===== src/hrs_pkg.sv =====
// ----------------------------------------------------------------------------
// hrs_pkg
// Shared widths, register codes and structs of the weighted histogram with
// running statistics.
// ----------------------------------------------------------------------------
`default_nettype none

package hrs_pkg;

    // Field widths
    localparam int SAMPLE_W = 32;
    localparam int WEIGHT_W = 16;
    localparam int COUNT_W  = 32;
    localparam int SUM_W    = 64;
    localparam int SQSUM_W  = 63;
    localparam int DPROD_W  = 48;   // sample * weight
    localparam int SQQ_W    = 47;   // (sample * sample) >> 16
    localparam int QPROD_W  = 63;   // squared term * weight
    localparam int BINOUT_W = 10;
    localparam int NBINS_W  = 11;
    localparam int CFG_IDX_W = 2;

    // Configuration register indexes
    localparam logic [CFG_IDX_W-1:0] CFG_BIN_START = 2'd0;
    localparam logic [CFG_IDX_W-1:0] CFG_BIN_SCALE = 2'd1;
    localparam logic [CFG_IDX_W-1:0] CFG_NUM_BINS  = 2'd2;

    // Reset values
    localparam logic [31:0]        BIN_SCALE_RST = 32'h0001_0000;
    localparam logic [NBINS_W-1:0] NUM_BINS_RST  = 11'd1024;
    localparam logic [SQSUM_W-1:0] SQ_MAX        = {SQSUM_W{1'b1}};

    // One update of the running statistics
    typedef struct packed {
        logic                       en;
        logic signed [SAMPLE_W-1:0] sample;
        logic [WEIGHT_W-1:0]        weight;
        logic signed [DPROD_W-1:0]  d_prod;
        logic [QPROD_W-1:0]         q_prod;
    } stat_upd_t;

    // Running statistics as seen on the result port
    typedef struct packed {
        logic [COUNT_W-1:0]         item_count;
        logic signed [SUM_W-1:0]    value_sum;
        logic [SQSUM_W-1:0]         square_sum;
        logic signed [SAMPLE_W-1:0] min_value;
        logic signed [SAMPLE_W-1:0] max_value;
    } stat_t;

endpackage

`default_nettype wire


===== src/hrs_stats.sv =====
// ----------------------------------------------------------------------------
// hrs_stats
// Running statistics: total weight, weighted sum, weighted sum of squares,
// minimum and maximum, all saturating where they can overflow.
// ----------------------------------------------------------------------------
`default_nettype none

module hrs_stats
    import hrs_pkg::*;
(
    input  wire logic      clk,
    input  wire logic      rst_n,
    input  wire stat_upd_t upd,
    output stat_t          stats
);

    logic [COUNT_W-1:0]         weight_reg, weight_next;
    logic signed [SUM_W-1:0]    sum_reg, sum_next;
    logic [SQSUM_W-1:0]         sq_reg, sq_next;
    logic signed [SAMPLE_W-1:0] min_reg, min_next;
    logic signed [SAMPLE_W-1:0] max_reg, max_next;

    logic [COUNT_W:0]           weight_add;
    logic [SUM_W:0]             sum_add;
    logic [SQSUM_W:0]           sq_add;

    // Saturating adders
    always_comb
    begin
        weight_add = {1'b0, weight_reg} + {{(COUNT_W + 1 - WEIGHT_W){1'b0}}, upd.weight};
        sum_add    = {sum_reg[SUM_W-1], sum_reg}
                   + {{(SUM_W + 1 - DPROD_W){upd.d_prod[DPROD_W-1]}}, upd.d_prod};
        sq_add     = {1'b0, sq_reg} + {1'b0, upd.q_prod};

        weight_next = weight_add[COUNT_W] ? {COUNT_W{1'b1}} : weight_add[COUNT_W-1:0];

        // overflow when the two top bits of the wide sum disagree
        if (sum_add[SUM_W] != sum_add[SUM_W-1])
        begin
            sum_next = sum_add[SUM_W] ? {1'b1, {(SUM_W-1){1'b0}}}
                                      : {1'b0, {(SUM_W-1){1'b1}}};
        end
        else
        begin
            sum_next = sum_add[SUM_W-1:0];
        end

        sq_next  = sq_add[SQSUM_W] ? SQ_MAX : sq_add[SQSUM_W-1:0];
        min_next = (upd.sample < min_reg) ? upd.sample : min_reg;
        max_next = (upd.sample > max_reg) ? upd.sample : max_reg;
    end

    // State
    always_ff @(posedge clk or negedge rst_n)
    begin
        if (!rst_n)
        begin
            weight_reg <= '0;
            sum_reg    <= '0;
            sq_reg     <= '0;
            min_reg    <= {1'b0, {(SAMPLE_W-1){1'b1}}};
            max_reg    <= {1'b1, {(SAMPLE_W-1){1'b0}}};
        end
        else if (upd.en)
        begin
            weight_reg <= weight_next;
            sum_reg    <= sum_next;
            sq_reg     <= sq_next;
            min_reg    <= min_next;
            max_reg    <= max_next;
        end
    end

    assign stats.item_count = weight_reg;
    assign stats.value_sum  = sum_reg;
    assign stats.square_sum = sq_reg;
    assign stats.min_value  = min_reg;
    assign stats.max_value  = max_reg;

endmodule

`default_nettype wire


===== config.mk =====
export PLATFORM = sky130hd
export DESIGN_NAME = hrs_stats
export DESIGN_NICKNAME = d
export VERILOG_FILES = /design/src/hrs_pkg.sv /design/src/hrs_stats.sv
export SDC_FILE = /design/constraint.sdc
export NUM_CORES = 1
export LEC_CHECK = 0
export BUFFER_PORTS_ARGS = -buffer_cell sky130_fd_sc_hd__buf_2
export CORE_MARGIN = 2
export CORE_UTILIZATION = 40
export DETAILED_ROUTE_END_ITERATION = 8
export SYNTH_ARGS = -nofsm -noshare
export SYNTH_HDL_FRONTEND = slang
export SYNTH_SLANG_ARGS = --single-unit

===== constraint.sdc =====
create_clock -name clk -period 4.3 [get_ports clk]
set_input_delay 0.43 -clock clk [delete_from_list [all_inputs] [get_ports clk]]
set_output_delay 0.43 -clock clk [all_outputs]
set_load 0.05 [all_outputs]

Yosys cells after proc, flatten, opt, wreduce, memory -nomap -nowiden --
Cells that the tools add are included.
Storage, ports and cells: input port bits 162, output and inout port bits 223, register bits after elaboration 223
Operators by class: reductions and logical operators 2, eq/ne operators 1, add/subtract/negate cells 3, magnitude comparators 2, mux-type cells 4
Operators by type and width (count):
- 64-bit 2-to-1 mux | 2
- 64-bit by 48-bit adder with 65-bit output | 1
- 63-bit by 63-bit adder with 64-bit output | 1
- 63-bit 2-to-1 mux | 1
- 32-bit by 16-bit adder with 33-bit output | 1
- 32-bit greater-than comparator | 1
- 32-bit < comparator | 1
- 32-bit 2-to-1 mux | 1
- 2-bit AND reduction | 2
- 1-bit inequality test | 1

Logic depth before layout (Yosys ltp) --
depth after elaboration 3, mapped depth 15

Least setup slack after synthesis --
OpenSTA, ideal clock, no wires.
path type register to register, start register sum_reg[0], end register sum_reg[61], data arrival time 3.533 ns, stages on the path, launching flop included 16, setup time 0.129 ns, period minus slack after synthesis 3.662 ns, path slack 0.638 ns, buffers on the path 1, cell sequence dfrtp_1 ha_1 inv_1 fa_1 nand2b_1 a21oi_1 o211a_1 o21a_1 o21ai_2 o31ai_4 a311o_1 mux2i_4 or2_1 buf_6 nor4_1 nor3_1
Between the ends: longest elaborated chain between the ends 3
RTL lines:
- start, declared | line hrs_stats.sv:18 | logic signed [SUM_W-1:0] sum_reg, sum_next;
- start signal, assigned | line hrs_stats.sv:67 | sum_reg <= sum_next;
- 64-bit by 48-bit adder with 65-bit output * | line hrs_stats.sv:32 | + {{(SUM_W + 1 - DPROD_W){upd.d_prod[DPROD_W-1]}}, upd.d_prod};
- 64-bit 2-to-1 mux / 1-bit inequality test (equally long branches) | line hrs_stats.sv:40, hrs_stats.sv:38
- 64-bit 2-to-1 mux * | line hrs_stats.sv:38 | if (sum_add[SUM_W] != sum_add[SUM_W-1])
Mark *: on every way between the ends. The rest lies on a longest branch, timed or not. A chain may end at the register's enable or synchronous reset.

Final worst setup path --
start register sum_reg[0], end register sum_reg[22]
Same word-level chain as after synthesis.

==> implementation parameters <==
Parameter                              Value

Pwr
  Power per Cell Area ... 966 nW/um^2
  Leakage power summed over all cells ... slightly above 10 nW
  Max rail drop VDD ... 687 uV
  Power consumption ... 21.4 mW

Timing
  Fmax ... 0.253 GHz
  Shortest period the worst path allows ... 3.95 ns
  Hold Fails Final Rpt ... 0
  Max-slew violation count ... 0
  Worst slew margin relative to its limit ... 40.0%
  Fin Clk Skew ... 0.0253 ns
  Setup-violating endpoint count in the final report ... 0
  Slew @ Worst Pin ... 0.899 ns
  Setup repair after global routing missed its margin ... no
  Ratio of final minimum period to clock period ... 92.0%
  Final hold slack ... 0.154 ns
  Worst setup margin ... around 0.35 ns
  Aggregate negative setup slack ... 0 ns

Floorplan
  Placeable core region ... approximately 46000 um^2
  Num ports ... 385
  Initial Util ... 40.2%
  Overall die height ... 220 um
  Standard-cell row count ... roughly 80
  Die W ... between 200 and 250 um
  Die ar. ... 48300 um^2

Synthesis
  Number of storage elements in the synthesis netlist ... 223
  Number of synthesized flops with an enable pin ... 0
  Syn Area/Cell ... 8.69 um^2
  Most used flip-flop cell after synthesis ... dfrtp_1
  Yosys warning total ... 0
  Portion of the post-synthesis area used by sequential elements ... 30.2%
  Synthesized Nets ... 2514
  Cell accounting for the most synthesized area ... dfrtp_1
  Leading post-synthesis cells by cell area ... dfrtp_1 (26%), ha_1 (14%), a21oi_1 (5.9%)
  Share of the synthesized area in the top cell type ... 25.7%
  Netlist cell types ... between 80 and 90
  Cell count after synthesis ... 2143
  Area of the mapped netlist ... 18600 um^2
  Async SR Flop Fraction ... 100%

Setup path
  Type of origin of the critical path ... flop
  Arrival time worst endpoint ... 4.44 ns
  Critical setup path kind ... reg2reg
  Worst Path Max Fanout ... 12
  Capture instance of the worst register-to-register path ... sum_reg[22]$_DFFE_PN0P_
  Kind of end point of the critical path ... flop
  CP required ... around 4.8 ns
  Setup slack on the worst flop-to-flop path ... 0.35 ns
  Reg2Reg Launch Point ... sum_reg[0]$_DFFE_PN0P_
  Register-to-Register Path Depth ... 14

CTS
  Number of gates given a new drive strength after cts ... 0
  Source-to-sink clock delay at the later pin of the worst-skew pair ... between 0.5 and 0.6 ns
  Sinks on the clock net ... 223
  Clock tree from TritonCTS ... built
  Number of buffers inserted during clock tree synthesis ... 29
  Clock input transition at the sequential cells of the worst setup and hold paths ... 0.06 ns
  Buffer type at the clock tree root ... clkbuf_16
  Depth of the CTS H-tree ... 1
  Largest buffer count on any clock path ... 3

Placement
  Count of input and output buffers ... 384
  Gp weighted congestion ... 0.938
  Dpl ws ... between 0.2 and 0.25 ns
  Placed Instances ... 3063
  Detailed Place HPWL ... 45400 um

Global routing
  Total global routing track utilization ... 23.9%
  GR Overflow Total ... 0
  Maximum number of pins on one net before global-route repair ... 106
  Via count of the first global-routing pass ... roughly 17k
  First-pass GRT wire length ... roughly 94000 um
  Number of antenna violations at the first check in global routing ... 11

Routing
  DRC Markers ... 0
  Drt first pass iters ... 5
  Remaining antenna violation count after routing ... 0
  Vias post-DR ... 17.9k
  Drt wl/cell ... ~19 um
  Total length of routed wires ... around 60000 um
  Via density per instance ... between 5 and 6
  Number of design-rule violations left by the first detailed-router iteration ... 1144

Job
  Max-cap violation count ... 0

Cells and area
  Final net count ... about 2.9k
  Area growth from synthesis to final layout ... 19.1%
  Non-filler cells, final ... 3123
  Share of final-layout standard cells stronger than drive strength 1 ... 22.7%
  Flip-flop count of the largest register, all copies and words added ... 64

Outcome
  Result of the run ... complete, no violations

Worst hold path
  Start point of the worst min-delay path ... upd[137]
  Worst hold stages ... 2
  Worst min-delay path endpoint ... max_reg[10]$_DFFE_PN0P_
  Class of the tightest hold or removal check ... in2reg
[report_power, final]
group | total [mW] | switching, mW | internal [mW]
Clock | 2.64 | 1.03 | 1.61
Sequential | 4.16 | 0.942 | 3.21
Combinational | 14.6 | 9.63 | 5.01
[through the flow]
stage | utilization (%) | cell area (um^2)
6_report | 47.9 | 22200
5_1_grt | 47.9 | 22200
4_1_cts | 47.9 | 22200
3_5_place_dp | 45.7 | 21100
3_3_place_gp | 45.7 | 21100
2_1_floorplan | - | 18600
[area by class of cell]
class                      instances  area, um^2
timing repair buffer             414        2200
sequential                       223        5620
multi-input combinational       1670       12000
antenna                            5        12.5
clock inverter                    13         174
tap                              607         759
inverter                         150         563
fill                            4501       24100
clock buffer                      41         851
[synthesized netlist by cell type, drive strengths merged, types with 4 or more instances]
library cell,n
a41oi,7
xor2,48
or2,12
a21o,97
nor2,105
o22a,77
dfrtp,191
a211oi,13
nand3,39
o21bai,28
o2bb2ai,12
ha,206
mux2,36
o22ai,72
a31oi,18
o221a,8
and2,17
nand2,139
inv,149
and3,26
nor2b,21
xnor2,83
dfstp,32
and4,4
o21ai,142
a221o,5
o31ai,6
o211ai,50
a221oi,5
a211o,5
a21boi,6
nand4,43
nor3,23
nor4,8
a21oi,222
or3,8
buf,29
o21a,20
nand2b,20
clkbuf,71
[how the worst max path moves through the flow]
stage	from	depth (start not counted)	slack [ns]	to
final	sum_reg[0]$_DFFE_PN0P_	14	0.35	sum_reg[22]$_DFFE_PN0P_
after global routing	sum_reg[0]$_DFFE_PN0P_	14	0.02	sum_reg[59]$_DFFE_PN0P_
after CTS	sum_reg[0]$_DFFE_PN0P_	14	0.36	sum_reg[59]$_DFFE_PN0P_
after detailed placement	upd[63]	15	0.20	sum_reg[57]$_DFFE_PN0P_
after global placement	upd[63]	15	0.35	sum_reg[2]$_DFFE_PN0P_
after floorplan	sum_reg[0]$_DFFE_PN0P_	15	0.64	sum_reg[61]$_DFFE_PN0P_
[worst max-delay path, stage by stage, from the launching register on]
cell       delay (ns)
dfrtp_1          0.36
ha_1             0.20
inv_1            0.07
fa_1             0.37
nand2b_1         0.19
a21oi_1          0.25
o211a_1          0.25
o21a_1           0.19
o21ai_2          0.11
o31ai_4          0.37
a21o_1           0.23
a21oi_1          0.11
a31oi_4          0.47
nand2_1          0.43
o2bb2ai_1        0.28
[cells in the final DEF (no fill, tap or decap), drive strengths merged, types with 83 or more instances in the layout]
cell type / instances
buf: 413
a21o: 97
nand2: 139
inv: 150
xnor2: 83
dfrtp: 191
nor2: 105
ha: 206
o21ai: 142
a21oi: 222
[routing by layer]
metal  GRT usage [%]  wire, um
met5               0        52
met4            5.97      1320
met3            4.02      3890
met2            37.8     27200
met1            34.0     27400
[timing repair]
| action | CTS | global route |
|---|---|---|
| hold buffers | 1 | 0 |
| buffers inserted | 0 | 0 |
| endpoints found under the setup margin | 0 | 0 |
| endpoints found under the hold margin | 21 | 0 |
[logic make-up (layout without fill, tap and decap cells)]
family | after synthesis | count (layout) | share of synthesized area [%]
AOI/OAI and AO/OA | 817 | 817 | 29.2
xor gates and xnor gates | 131 | 131 | 6.16
adders and majority gates | 209 | 209 | 14.2
buffers and inverters | 250 | 618 | 5.44
DFF | 223 | 223 | 30.2
muxes | 38 | 38 | 2.35
other | 0 | 5 | 0
and+or+nand+nor | 475 | 475 | 12.5
No activity file was read; power rests on OpenSTA's default activity.
